[config.mk]
export PLATFORM = sky130hd
export DESIGN_NAME = servo_pid_with_deadband_and_smoothing_top
export DESIGN_NICKNAME = d
export VERILOG_FILES = /design/src/spid_pkg.sv /design/src/spid_regs.sv /design/src/spid_ctrl.sv /design/src/spid_dp.sv /design/src/servo_pid_with_deadband_and_smoothing_top.sv
export SDC_FILE = /design/constraint.sdc
export NUM_CORES = 2
export LEC_CHECK = 0
export BUFFER_PORTS_ARGS = -buffer_cell sky130_fd_sc_hd__buf_2
export CORE_MARGIN = 2
export CORE_UTILIZATION = 40
export DETAILED_ROUTE_END_ITERATION = 10
export GPL_TIMING_DRIVEN = 1
export HOLD_SLACK_MARGIN = 0.06
export MAX_ROUTING_LAYER = met4
export PLACE_DENSITY = 0.6
export SLEW_MARGIN = 20
export SYNTH_ARGS = -nofsm -noshare
export SYNTH_HDL_FRONTEND = slang
export SYNTH_HIERARCHICAL = 1
export SYNTH_SLANG_ARGS = --single-unit
export TNS_END_PERCENT = 30
[constraint.sdc]
create_clock -name clk -period 12.3 [get_ports clk]
set_input_delay 0 -clock clk [delete_from_list [all_inputs] [get_ports clk]]
set_output_delay 0 -clock clk [all_outputs]
set_load 0.01 [all_outputs]
[src/spid_pkg.sv]
// spid_pkg: shared widths, register reset values, command codes and types
// for the servo pid block with deadband and output smoothing.
// No dependencies.
package spid_pkg;

	localparam int DEF_POSITION_WIDTH = 16;
	localparam int DEF_COEFF_FRAC_BITS = 12;

	localparam int GAIN_W = 16;
	localparam int LIMIT_W = 12;
	localparam int ALPHA_W = 13;
	localparam int AMAX_W = 13;
	localparam int ANGLE_W = 14;
	localparam int SUM_W = 13;
	localparam int SMOOTH_W = 27;
	localparam int ADJ_W = 9;
	localparam int POS_FRAC = 4;
	localparam int ALPHA_FRAC = 12;
	localparam int CFG_INDEX_W = 3;
	localparam int CFG_DATA_W = 16;

	localparam logic [ALPHA_W-1:0] ALPHA_ONE = 13'd4096;

	// register indexes
	localparam logic [CFG_INDEX_W-1:0] REG_KP = 3'd0;
	localparam logic [CFG_INDEX_W-1:0] REG_KI = 3'd1;
	localparam logic [CFG_INDEX_W-1:0] REG_KD = 3'd2;
	localparam logic [CFG_INDEX_W-1:0] REG_ILIM = 3'd3;
	localparam logic [CFG_INDEX_W-1:0] REG_ALIM = 3'd4;
	localparam logic [CFG_INDEX_W-1:0] REG_ALPHA = 3'd5;
	localparam logic [CFG_INDEX_W-1:0] REG_DEAD = 3'd6;
	localparam logic [CFG_INDEX_W-1:0] REG_AMAX = 3'd7;

	localparam logic [GAIN_W-1:0] RST_KP = 16'd492;
	localparam logic [GAIN_W-1:0] RST_KI = 16'd410;
	localparam logic [GAIN_W-1:0] RST_KD = 16'd901;
	localparam logic [LIMIT_W-1:0] RST_ILIM = 12'd80;
	localparam logic [LIMIT_W-1:0] RST_ALIM = 12'd240;
	localparam logic [ALPHA_W-1:0] RST_ALPHA = 13'd1638;
	localparam logic [LIMIT_W-1:0] RST_DEAD = 12'd48;
	localparam logic [AMAX_W-1:0] RST_AMAX = 13'd5400;

	typedef struct packed {
		logic [GAIN_W-1:0] kp;
		logic [GAIN_W-1:0] ki;
		logic [GAIN_W-1:0] kd;
		logic [LIMIT_W-1:0] ilim;
		logic [LIMIT_W-1:0] alim;
		logic [ALPHA_W-1:0] alpha;
		logic [LIMIT_W-1:0] dead;
		logic [AMAX_W-1:0] amax;
	} cfg_t;

	typedef logic [2:0] mul_sel_t;
	localparam mul_sel_t MUL_P = 3'd0;
	localparam mul_sel_t MUL_I = 3'd1;
	localparam mul_sel_t MUL_D = 3'd2;
	localparam mul_sel_t MUL_RAW = 3'd3;
	localparam mul_sel_t MUL_SM = 3'd4;

	typedef logic [2:0] acc_op_t;
	localparam acc_op_t ACC_HOLD = 3'd0;
	localparam acc_op_t ACC_LOAD = 3'd1;
	localparam acc_op_t ACC_ADD = 3'd2;
	localparam acc_op_t ACC_LOAD_SH = 3'd3;
	localparam acc_op_t ACC_CLAMP = 3'd4;

	typedef struct packed {
		logic load_err;
		logic decide;
		mul_sel_t mul_sel;
		acc_op_t acc_op;
		logic adj_en;
		logic raw_en;
		logic seed_en;
		logic smooth_en;
		logic angle_en;
		logic result_load;
	} cmd_t;

endpackage

[src/spid_regs.sv]
// spid_regs: configuration register file, write only, reset to the tuned defaults.
// Depends on spid_pkg.
module spid_regs
	import spid_pkg::*;
(
	input logic clk,
	input logic arst_n,
	input logic wr_en,
	input logic [CFG_INDEX_W-1:0] index,
	input logic [CFG_DATA_W-1:0] data,
	output cfg_t cfg
);

	cfg_t cfg_q;

	always_ff @(posedge clk or negedge arst_n) begin
		if (!arst_n) begin
			cfg_q.kp <= RST_KP;
			cfg_q.ki <= RST_KI;
			cfg_q.kd <= RST_KD;
			cfg_q.ilim <= RST_ILIM;
			cfg_q.alim <= RST_ALIM;
			cfg_q.alpha <= RST_ALPHA;
			cfg_q.dead <= RST_DEAD;
			cfg_q.amax <= RST_AMAX;
		end else if (wr_en) begin
			unique case (index)
				REG_KP: cfg_q.kp <= data[GAIN_W-1:0];
				REG_KI: cfg_q.ki <= data[GAIN_W-1:0];
				REG_KD: cfg_q.kd <= data[GAIN_W-1:0];
				REG_ILIM: cfg_q.ilim <= data[LIMIT_W-1:0];
				REG_ALIM: cfg_q.alim <= data[LIMIT_W-1:0];
				REG_ALPHA: cfg_q.alpha <= data[ALPHA_W-1:0];
				REG_DEAD: cfg_q.dead <= data[LIMIT_W-1:0];
				REG_AMAX: cfg_q.amax <= data[AMAX_W-1:0];
			endcase
		end
	end

	assign cfg = cfg_q;

endmodule

[src/spid_ctrl.sv]
// spid_ctrl: sequencer that steps the datapath through one update per item.
// Depends on spid_pkg.
module spid_ctrl
	import spid_pkg::*;
(
	input logic clk,
	input logic arst_n,
	input logic in_valid,
	output logic in_ready,
	input logic inside_band,
	input logic out_free,
	output cmd_t cmd
);

	localparam logic [3:0] S_IDLE = 4'd0;
	localparam logic [3:0] S_DEC = 4'd1;
	localparam logic [3:0] S_MP = 4'd2;
	localparam logic [3:0] S_MI = 4'd3;
	localparam logic [3:0] S_MD = 4'd4;
	localparam logic [3:0] S_MACC = 4'd5;
	localparam logic [3:0] S_CLAMP = 4'd6;
	localparam logic [3:0] S_TRUNC = 4'd7;
	localparam logic [3:0] S_RAW = 4'd8;
	localparam logic [3:0] S_FA = 4'd9;
	localparam logic [3:0] S_FB = 4'd10;
	localparam logic [3:0] S_FC = 4'd11;
	localparam logic [3:0] S_SM = 4'd12;
	localparam logic [3:0] S_ANG = 4'd13;
	localparam logic [3:0] S_DONE = 4'd14;

	logic [3:0] state_q;
	logic [3:0] state_d;

	always_comb begin
		cmd = '0;
		cmd.mul_sel = MUL_P;
		cmd.acc_op = ACC_HOLD;
		in_ready = 1'b0;
		state_d = state_q;
		unique case (state_q)
			S_IDLE: begin
				in_ready = 1'b1;
				if (in_valid) begin
					cmd.load_err = 1'b1;
					state_d = S_DEC;
				end
			end
			S_DEC: begin
				cmd.decide = 1'b1;
				state_d = inside_band ? S_DONE : S_MP;
			end
			S_MP: begin
				cmd.mul_sel = MUL_P;
				state_d = S_MI;
			end
			// multiplier output is registered, so the product of a select arrives in the next state
			S_MI: begin
				cmd.mul_sel = MUL_I;
				cmd.acc_op = ACC_LOAD;
				state_d = S_MD;
			end
			S_MD: begin
				cmd.mul_sel = MUL_D;
				cmd.acc_op = ACC_ADD;
				state_d = S_MACC;
			end
			S_MACC: begin
				cmd.acc_op = ACC_ADD;
				state_d = S_CLAMP;
			end
			S_CLAMP: begin
				cmd.acc_op = ACC_CLAMP;
				state_d = S_TRUNC;
			end
			S_TRUNC: begin
				cmd.adj_en = 1'b1;
				state_d = S_RAW;
			end
			S_RAW: begin
				cmd.raw_en = 1'b1;
				state_d = S_FA;
			end
			S_FA: begin
				cmd.mul_sel = MUL_RAW;
				cmd.seed_en = 1'b1;
				state_d = S_FB;
			end
			S_FB: begin
				cmd.mul_sel = MUL_SM;
				cmd.acc_op = ACC_LOAD_SH;
				state_d = S_FC;
			end
			S_FC: begin
				cmd.acc_op = ACC_ADD;
				state_d = S_SM;
			end
			S_SM: begin
				cmd.smooth_en = 1'b1;
				state_d = S_ANG;
			end
			S_ANG: begin
				cmd.angle_en = 1'b1;
				state_d = S_DONE;
			end
			S_DONE: begin
				if (out_free) begin
					cmd.result_load = 1'b1;
					state_d = S_IDLE;
				end
			end
			default: state_d = S_IDLE;
		endcase
	end

	always_ff @(posedge clk or negedge arst_n) begin
		if (!arst_n) begin
			state_q <= S_IDLE;
		end else begin
			state_q <= state_d;
		end
	end

endmodule

[src/spid_dp.sv]
// spid_dp: datapath with error state, one shared registered multiplier,
// accumulator, clamps and the low-pass filter state. Depends on spid_pkg.
module spid_dp
	import spid_pkg::*;
#(
	parameter int POSITION_WIDTH = DEF_POSITION_WIDTH,
	parameter int COEFF_FRACTION_BITS = DEF_COEFF_FRAC_BITS
) (
	input logic clk,
	input logic arst_n,
	input cmd_t cmd,
	input cfg_t cfg,
	input logic signed [POSITION_WIDTH-1:0] target_position,
	input logic signed [POSITION_WIDTH-1:0] measured_position,
	output logic inside_band,
	output logic signed [ANGLE_W-1:0] angle,
	output logic at_target
);

	localparam int EW = POSITION_WIDTH + 1;
	localparam int DW = POSITION_WIDTH + 2;
	localparam int MW = (EW > LIMIT_W) ? EW : LIMIT_W;
	localparam int SW = ((DW > SUM_W) ? DW : SUM_W) + 1;
	localparam int BW = (DW > SMOOTH_W) ? DW : SMOOTH_W;
	localparam int PW = GAIN_W + 1 + BW;
	localparam int AW = PW + ALPHA_FRAC + 2;
	localparam int TW = LIMIT_W + COEFF_FRACTION_BITS + 1;
	localparam int TSH = COEFF_FRACTION_BITS + POS_FRAC;
	localparam int RW = ANGLE_W + 1;

	logic signed [EW-1:0] err_q;
	logic signed [EW-1:0] le_q;
	logic signed [SUM_W-1:0] es_q;
	logic signed [DW-1:0] d_q;
	logic at_q;
	logic signed [PW-1:0] prod_s1;
	logic signed [AW-1:0] acc_q;
	logic signed [ADJ_W-1:0] adj_q;
	logic signed [ANGLE_W-1:0] raw_q;
	logic signed [ANGLE_W-1:0] ang_q;
	logic signed [SMOOTH_W-1:0] sm_q;

	logic [EW-1:0] mag;
	logic signed [SW-1:0] es_sum;
	logic signed [SW-1:0] ilim_s;
	logic signed [SUM_W-1:0] es_next;
	logic [ALPHA_W-1:0] alpha_eff;
	logic [ALPHA_W-1:0] alpha_rest;
	logic signed [GAIN_W:0] mul_a;
	logic signed [BW-1:0] mul_b;
	logic signed [AW-1:0] prod_ext;
	logic signed [AW-1:0] lim_pos;
	logic signed [AW-1:0] acc_d;
	logic signed [TW-1:0] acc_t;
	logic signed [TW-1:0] adj_bias;
	logic signed [TW-1:0] adj_sum;
	logic signed [TW-1:0] adj_full;
	logic signed [RW-1:0] raw_sum;
	logic signed [RW-1:0] amax_s;
	logic signed [ANGLE_W-1:0] raw_next;
	logic signed [AW-1:0] sm_bias;
	logic signed [AW-1:0] sm_full;
	logic signed [SMOOTH_W-1:0] ang_bias;
	logic signed [SMOOTH_W-1:0] ang_full;

	// deadband test
	assign mag = err_q[EW-1] ? $unsigned(-err_q) : $unsigned(err_q);
	assign inside_band = MW'(mag) < MW'(cfg.dead);

	// integral update with symmetric clamp
	assign es_sum = SW'(es_q) + SW'(err_q);
	assign ilim_s = $signed(SW'(cfg.ilim));
	always_comb begin
		priority if (es_sum > ilim_s) begin
			es_next = SUM_W'(ilim_s);
		end else if (es_sum < -ilim_s) begin
			es_next = SUM_W'(-ilim_s);
		end else begin
			es_next = SUM_W'(es_sum);
		end
	end

	// alpha above one acts as one
	assign alpha_eff = (cfg.alpha > ALPHA_ONE) ? ALPHA_ONE : cfg.alpha;
	assign alpha_rest = ALPHA_ONE - alpha_eff;

	always_comb begin
		unique case (cmd.mul_sel)
			MUL_P: begin
				mul_a = $signed({1'b0, cfg.kp});
				mul_b = BW'(err_q);
			end
			MUL_I: begin
				mul_a = $signed({1'b0, cfg.ki});
				mul_b = BW'(es_q);
			end
			MUL_D: begin
				mul_a = $signed({1'b0, cfg.kd});
				mul_b = BW'(d_q);
			end
			MUL_RAW: begin
				mul_a = $signed((GAIN_W + 1)'(alpha_eff));
				mul_b = BW'(raw_q);
			end
			MUL_SM: begin
				mul_a = $signed((GAIN_W + 1)'(alpha_rest));
				mul_b = BW'(sm_q);
			end
			default: begin
				mul_a = '0;
				mul_b = '0;
			end
		endcase
	end

	assign prod_ext = AW'(prod_s1);
	assign lim_pos = $signed(AW'({cfg.alim, {COEFF_FRACTION_BITS{1'b0}}}));

	always_comb begin
		unique case (cmd.acc_op)
			ACC_HOLD: acc_d = acc_q;
			ACC_LOAD: acc_d = prod_ext;
			ACC_ADD: acc_d = acc_q + prod_ext;
			ACC_LOAD_SH: acc_d = prod_ext <<< ALPHA_FRAC;
			ACC_CLAMP: begin
				priority if (acc_q > lim_pos) begin
					acc_d = lim_pos;
				end else if (acc_q < -lim_pos) begin
					acc_d = -lim_pos;
				end else begin
					acc_d = acc_q;
				end
			end
			default: acc_d = acc_q;
		endcase
	end

	// truncate toward zero: bias negatives before the arithmetic shift
	assign acc_t = acc_q[TW-1:0];
	assign adj_bias = acc_t[TW-1] ? $signed(TW'({TSH{1'b1}})) : '0;
	assign adj_sum = acc_t + adj_bias;
	assign adj_full = adj_sum >>> TSH;

	assign raw_sum = RW'(ang_q) + RW'(adj_q);
	assign amax_s = $signed(RW'(cfg.amax));
	always_comb begin
		priority if (raw_sum > amax_s) begin
			raw_next = ANGLE_W'(amax_s);
		end else if (raw_sum < -amax_s) begin
			raw_next = ANGLE_W'(-amax_s);
		end else begin
			raw_next = ANGLE_W'(raw_sum);
		end
	end

	assign sm_bias = acc_q[AW-1] ? $signed(AW'({ALPHA_FRAC{1'b1}})) : '0;
	assign sm_full = (acc_q + sm_bias) >>> ALPHA_FRAC;
	assign ang_bias = sm_q[SMOOTH_W-1] ? $signed(SMOOTH_W'({ALPHA_FRAC{1'b1}})) : '0;
	assign ang_full = (sm_q + ang_bias) >>> ALPHA_FRAC;

	// controller state carried between items
	always_ff @(posedge clk or negedge arst_n) begin
		if (!arst_n) begin
			es_q <= '0;
			le_q <= '0;
			ang_q <= '0;
			sm_q <= '0;
		end else begin
			if (cmd.decide) begin
				if (inside_band) begin
					es_q <= '0;
					le_q <= '0;
				end else begin
					es_q <= es_next;
					le_q <= err_q;
				end
			end
			if (cmd.seed_en && sm_q == '0 && raw_q != '0) begin
				sm_q <= SMOOTH_W'(raw_q) <<< ALPHA_FRAC;
			end else if (cmd.smooth_en) begin
				sm_q <= SMOOTH_W'(sm_full);
			end
			if (cmd.angle_en) begin
				ang_q <= ANGLE_W'(ang_full);
			end
		end
	end

	always_ff @(posedge clk) begin
		prod_s1 <= mul_a * mul_b;
		acc_q <= acc_d;
		if (cmd.load_err) begin
			err_q <= EW'(target_position) - EW'(measured_position);
		end
		if (cmd.decide) begin
			at_q <= inside_band;
			d_q <= DW'(err_q) - DW'(le_q);
		end
		if (cmd.adj_en) begin
			adj_q <= ADJ_W'(adj_full);
		end
		if (cmd.raw_en) begin
			raw_q <= raw_next;
		end
	end

	assign angle = ang_q;
	assign at_target = at_q;

endmodule

[src/servo_pid_with_deadband_and_smoothing_top.sv]
// servo_pid_with_deadband_and_smoothing_top: top level with config registers,
// sequencer, datapath and output register. Depends on spid_pkg, spid_regs,
// spid_ctrl and spid_dp.
//
// Usage:
// - input channel (in_valid/in_ready) carries target_position and
//   measured_position, signed Q11.4; a transfer happens when both are high
// - output channel (out_valid/out_ready) carries angle_cmd and at_target
// - config writes use cfg_wr_en, cfg_index and cfg_data, only while idle
// - one item is worked on at a time; the shared multiplier and the
//   accumulator are reused over a fixed sequence of steps
// - outside the deadband the PID terms, clamps, angle update and smoothing
//   filter run before the result is registered; inside the deadband the
//   sequence goes from the deadband decision straight to the result
// - the output register frees the input side: a new item is taken while the
//   last result still waits; if the receiver stalls, a finished result waits
//   in the datapath until the output register is free
// - reset clears the integral, previous error, angle and filter state and
//   loads the default gains and limits
module servo_pid_with_deadband_and_smoothing_top
	import spid_pkg::*;
#(
	parameter int POSITION_WIDTH = DEF_POSITION_WIDTH,
	parameter int COEFF_FRACTION_BITS = DEF_COEFF_FRAC_BITS
) (
	input logic clk,
	input logic arst_n,
	input logic cfg_wr_en,
	input logic [CFG_INDEX_W-1:0] cfg_index,
	input logic [CFG_DATA_W-1:0] cfg_data,
	input logic in_valid,
	output logic in_ready,
	input logic signed [POSITION_WIDTH-1:0] target_position,
	input logic signed [POSITION_WIDTH-1:0] measured_position,
	output logic out_valid,
	input logic out_ready,
	output logic signed [ANGLE_W-1:0] angle_cmd,
	output logic at_target
);

	cfg_t cfg;
	cmd_t cmd;
	logic inside_band;
	logic out_free;
	logic signed [ANGLE_W-1:0] dp_angle;
	logic dp_at_target;
	logic out_valid_q;
	logic signed [ANGLE_W-1:0] angle_q;
	logic at_target_q;

	spid_regs u_regs (
		.clk(clk),
		.arst_n(arst_n),
		.wr_en(cfg_wr_en),
		.index(cfg_index),
		.data(cfg_data),
		.cfg(cfg)
	);

	spid_ctrl u_ctrl (
		.clk(clk),
		.arst_n(arst_n),
		.in_valid(in_valid),
		.in_ready(in_ready),
		.inside_band(inside_band),
		.out_free(out_free),
		.cmd(cmd)
	);

	spid_dp #(
		.POSITION_WIDTH(POSITION_WIDTH),
		.COEFF_FRACTION_BITS(COEFF_FRACTION_BITS)
	) u_dp (
		.clk(clk),
		.arst_n(arst_n),
		.cmd(cmd),
		.cfg(cfg),
		.target_position(target_position),
		.measured_position(measured_position),
		.inside_band(inside_band),
		.angle(dp_angle),
		.at_target(dp_at_target)
	);

	// output register
	assign out_free = !out_valid_q || out_ready;

	always_ff @(posedge clk or negedge arst_n) begin
		if (!arst_n) begin
			out_valid_q <= 1'b0;
		end else if (cmd.result_load) begin
			out_valid_q <= 1'b1;
		end else if (out_ready) begin
			out_valid_q <= 1'b0;
		end
	end

	always_ff @(posedge clk) begin
		if (cmd.result_load) begin
			angle_q <= dp_angle;
			at_target_q <= dp_at_target;
		end
	end

	assign out_valid = out_valid_q;
	assign angle_cmd = angle_q;
	assign at_target = at_target_q;

	// a result never overwrites one that has not been taken
	a_no_overwrite: assert property (@(posedge clk) disable iff (!arst_n)
		cmd.result_load |-> out_free)
		else $error("result loaded over a pending transfer");

	// one item in flight: after an input transfer the block is busy
	a_one_in_flight: assert property (@(posedge clk) disable iff (!arst_n)
		in_valid && in_ready |=> !in_ready)
		else $error("input taken while an item is in progress");

	// angle stays inside the 13-bit clamp range
	a_angle_range: assert property (@(posedge clk) disable iff (!arst_n)
		out_valid |-> angle_cmd != $signed({1'b1, {(ANGLE_W - 1){1'b0}}}))
		else $error("servo angle outside clamp range");

endmodule
* Word level (Yosys, flattened, before mapping) *
Cells that the tools add are included.

operators by class
  reductions and logical operators = 23
  add/subtract/negate cells = 13
  $lt $le $gt $ge = 8
  multipliers = 1
  eq/ne operators = 32
  muxes and demuxes = 37

operator list
  kind                                  count
  case mux 58 bit (4 select lines)      1
  case mux 27 bit (5 select lines)      1
  2-to-1 mux 58 bit                     2
  case mux 16 bit (5 select lines)      1
  2-to-1 mux 13 bit                     5
  case mux 4 bit (15 select lines)      1
  adder 58 x 44 -> 58 bit               1
  > comparator 58 x 25 -> 1 bit         1
  < comparator 58 bit                   1
  negator 24 -> 58 bit                  1
  2-to-1 mux 27 bit                     2
  multiplier 17 x 27 -> 44 bit          1
  adder 39 bit                          1
  2-to-1 mux 17 bit                     2
  == test 4 bit, second input constant  7
  logical NOT 27 bit                    1
  adder 26 bit                          1
  adder 25 bit                          1
  2-to-1 mux 12 bit                     2
  case mux 3 bit (4 select lines)       2
  AND reduction 2 bit                   10
  > comparator 19 x 13 -> 1 bit         1
  < comparator 19 bit                   1
  negator 12 -> 19 bit                  1
  other kinds (32)                      66

word-level totals
  output and inout bits = 17
  register bits after elaboration = 362
  input bits = 56
  word-level logic and storage cells = 138

* Longest topological paths before layout *
  depth after elaboration = 6
  gate-level depth with buffers = 36
  mapped depth without buffers = 34

* Modules after synthesis *
Netlist, hierarchy kept.

by module, submodules not included
  module                                     cells an instance  instances  area an instance (µm²)
  spid_dp                                    4369               1          37611.1
  spid_regs                                  238                1          4217.8
  servo_pid_with_deadband_and_smoothing_top  18                 1          498.0
  spid_ctrl                                  47                 1          401.6

* Worst setup path before layout *
No wires, ideal clock.

  path kind = reg2reg
  start point = register u_ctrl.state_q[1]
  end point = register u_dp.prod_s1[34]
  buffers on the path = 5
  slack = 3428 ps
  clock period less this slack = 8872 ps
  stages on the path, launching flop included = 33
  arrival = 8746 ps
  path through = dfrtp_1 -> buf_4 -> xnor2_1 -> nor3b_2 -> clkbuf_8 -> clkbuf_1 -> clkbuf_1 -> mux2i_1 -> o21ai_0 -> a21oi_1 -> clkbuf_1 -> nor2_1 -> fa_1 -> inv_1 -> fa_1 -> fa_1 -> inv_1 -> fa_1 -> fa_1 -> inv_1 -> fa_1 -> inv_1 -> ha_1 -> a21o_1 -> a211oi_1 -> inv_1 -> o311ai_0 -> o2111ai_1 -> o211a_1 -> a211o_1 -> a21oi_1 -> o21ai_0 -> xor2_1

RTL lines
  element                 line              RTL
  start, declared         spid_ctrl.sv:31   logic [3:0] state_q;
  start signal, assigned  spid_ctrl.sv:119  state_q <= state_d;
  end signal, assigned    spid_dp.sv:190    prod_s1 <= mul_a * mul_b;
  end, declared           spid_dp.sv:36     logic signed [PW-1:0] prod_s1;

==> impl_results.md <==
* Fin. Hold Viols at 0
* Antenna violations before repair at 2
* Pin count of the biggest net entering global routing at about 120
* Die Span Y at 331 µm
* WL per Instance at 21.2 µm
* Max Fclk at just under 100 MHz
* Post-layout util at 0.444
* R2r worst-path depth at 29
* Clk Latency, worst-skew pair at 0.61 ns
* First-pass GRT wire length at between 200000 and 250000 µm
* Synth Instances at 4672
* Fin worst setup slack at roughly 2.2 ns
* Max H-tree Level at 2
* DR vias at 34343
* Post-CTS sizing at 0
* # setup viols final at 0
* Async SR Flop Fraction at 0.514
* Period utilisation layout at 0.822
* Worst-path clk slew at about 0.06 ns
* CP Max Fanout at 32
* P&R area growth vs syn at 9.60%
* Clock Skew at around 0.027 ns
* Starting Density at 0.405
* Flops & latches, synth at 362
* Vias in the first global route at 34341
* Mapped Area at 0.0427 mm²
* Initial DRC count at 2932
* Crit-path max cell delay at about 0.77 ns
* # port buffers at 72
* Layout cells sized above 1 at 0.0939
* Status: finished, final reports clean
* Post-route setup TNS at 0 ns
* CP required at roughly 13 ns
* CTS tree: done
* Drt pass-1 iters at 6
* Hold WC Path Type: in2async
* Root Buffer: clkbuf_16
* GRT Util Overall at 0.248
* GRT overflow at 0
* CTS sink cnt at 362
* Setup Buffers After CTS at 0
* CP max stage cell: nor2b_1
* Post-Place Setup Slack at 2.11 ns
* Drt drc at 0
* Worst relative slew slack at 0.166
* Fin. max-slew vios at 0
* RSZ-0062 raised after global routing: no
* WL final at 131000 µm
* Startpoint types: flip-flop
* Actual slew at the worst max-slew pin at ~1.3 ns
* Max Cap Viol at 0
* Hpwl dp at 102000 µm
* WP data arrival at 10.60 ns
* Synth Area per Inst at 9.15 µm²
* Synthesis warning total at 6
* Via density at ~5.6
* Max clock buf depth at 3
* Final ANT Viol Nets at 0
* Post-synth EDFFs at 132
* Critical path type: reg2reg
* Tmin final at 10.11 ns
* Library cells used by synthesis at between 100 and 150
* # nets final at 5610
* Syn_nets at 5549
* Most common cell on crit path: fa_1
* Crit end category: flip-flop
* Routability Congestion at 0.968
* CTS Buf Count at 48
* Die area at 0.109 mm²
* FP Rows at approximately 120
* Most common flop cell mapped by yosys: dfrtp_1
* Chip Width at ~330 µm
* Sequential share of the synthesized area at 0.223
* Top Ports at 73
* Core Area at 0.106 mm²
-- per-layer routing --
metal  track usage  vias to the layer above  routed length [µm]
met2         0.378                     1175               58000
li1              -                    16051                   -
met4        0.0798                        0                4460
met5             -                        -                   0
met1         0.335                    16886               58600
met3        0.0408                      231                9520
-- path summary, 6_finish.rpt --
path / from / endpoint / slack (ns)
min in group clk: cfg_index[2] / u_regs/cfg[105] / 0.13
max in group asynchronous: arst_n / u_regs/cfg[72] / 10.58
worst min-delay path: arst_n / u_dp/es_q[12] / 0.08
worst max register to register: u_ctrl/state_q[2] / u_dp/prod_s1[34] / 2.19
worst min register to register: u_dp/at_target / at_target / 0.48
worst max-delay path: u_ctrl/state_q[2] / u_dp/prod_s1[34] / 2.19
-- state kept, by name, indices dropped and copies added, names as in the netlist, 13 cells and up --
register / cells
u_regs/cfg: 110
u_dp/acc_q: 58
u_dp/prod_s1: 44
u_dp/sm_q: 27
u_dp/d_q: 18
u_dp/err_q: 17
u_dp/le_q: 17
angle_cmd: 14
u_dp/angle: 14
u_dp/raw_q: 14
u_dp/es_q: 13
-- cell families after synthesis --
family          after synthesis  share of synthesized area
compound gates              894                      0.141
simple gates               1349                      0.148
flops                       362                      0.223
buf+inv                     829                     0.0770
mux                         180                     0.0471
xor+xnor                    237                     0.0486
fa+ha+maj                   821                      0.315
-- critical path, delay by kind of cell (launching register included) --
family	cells	cell delay [ns]
buffers and inverters	5	0.55
flip-flops	1	0.73
AO/OA/AOI/OAI	10	3.17
adder cells (fa/ha/maj)	7	3.37
AND/OR/NAND/NOR	6	1.99
XOR/XNOR	1	0.15
-- placed cells by master (no fill, tap or decap), types with 30 or more instances in the layout --
cell type	synthesis	routed
xor2_1	69	69
mux2i_1	46	46
mux2_2	129	129
dfrtp_1	151	151
inv_1	654	654
nand2b_1	36	36
and2_1	38	38
nor4_1	47	47
dfstp_2	35	35
edfxtp_1	132	132
dlygate4sd3_1	0	64
nand3_1	73	73
fa_1	424	424
dfxtp_1	44	44
buf_2	12	71
nand4_1	53	53
a21o_1	113	113
ha_1	397	397
o21a_1	30	30
a31oi_1	32	31
a22oi_1	46	45
nor2_1	419	414
o211ai_1	30	30
nor3_1	53	49
o21ai_0	156	155
buf_4	2	50
and3_1	34	34
xnor2_1	168	168
nand2_1	435	435
nor2b_1	52	51
clkbuf_16	0	53
a21oi_1	208	203
-- final cells by class --
cell class | count | area [µm²]
well taps | 1391 | 1740
inverters | 654 | 2450
multi-input cells | 3481 | 30000
clock inverters | 21 | 249
flip-flops and latches | 362 | 9540
diodes | 2 | 5.00
repair buffers | 186 | 1390
fillers | 10201 | 58700
clock buffers | 69 | 1440
-- synthesized netlist by cell type, types with 14 or more instances --
library cell	n	area, µm²
inv_1	654	2450
nand2_1	435	1630
fa_1	424	8490
nor2_1	419	1570
ha_1	397	4970
a21oi_1	208	1040
xnor2_1	168	1470
o21ai_0	156	781
dfrtp_1	151	3780
clkbuf_1	136	510
edfxtp_1	132	3960
mux2_2	129	1450
a21o_1	113	848
nand3_1	73	365
xor2_1	69	604
nand4_1	53	332
nor3_1	53	265
nor2b_1	52	325
nor4_1	47	294
a22oi_1	46	345
mux2i_1	46	460
dfxtp_1	44	881
and2_1	38	238
nand2b_1	36	225
dfstp_2	35	920
and3_1	34	213
a31oi_1	32	200
o211ai_1	30	225
o21a_1	30	225
a211oi_1	29	218
o22ai_1	29	181
or3_1	27	169
o21bai_1	23	173
o31ai_1	14	105
-- stage by stage --
stage,cells,hold slack [ns],instance area (µm²)
5_1_grt,6166,0.124,46800
3_5_place_dp,6010,0.208,44500
2_1_floorplan,4672,-0.296,42700
4_1_cts,6164,0.0766,46800
6_report,6166,0.0805,46800
3_3_place_gp,6010,0.195,44500
-- what timing repair did --
item / in CTS / in global routing
hold buffers: 64 / 0
setup endpoints to repair: 0 / 0
hold endpoints to repair: 230 / 0
Power is not shown: default switching activity piles up to over one toggle a cycle in this logic, so the estimate is an artifact.
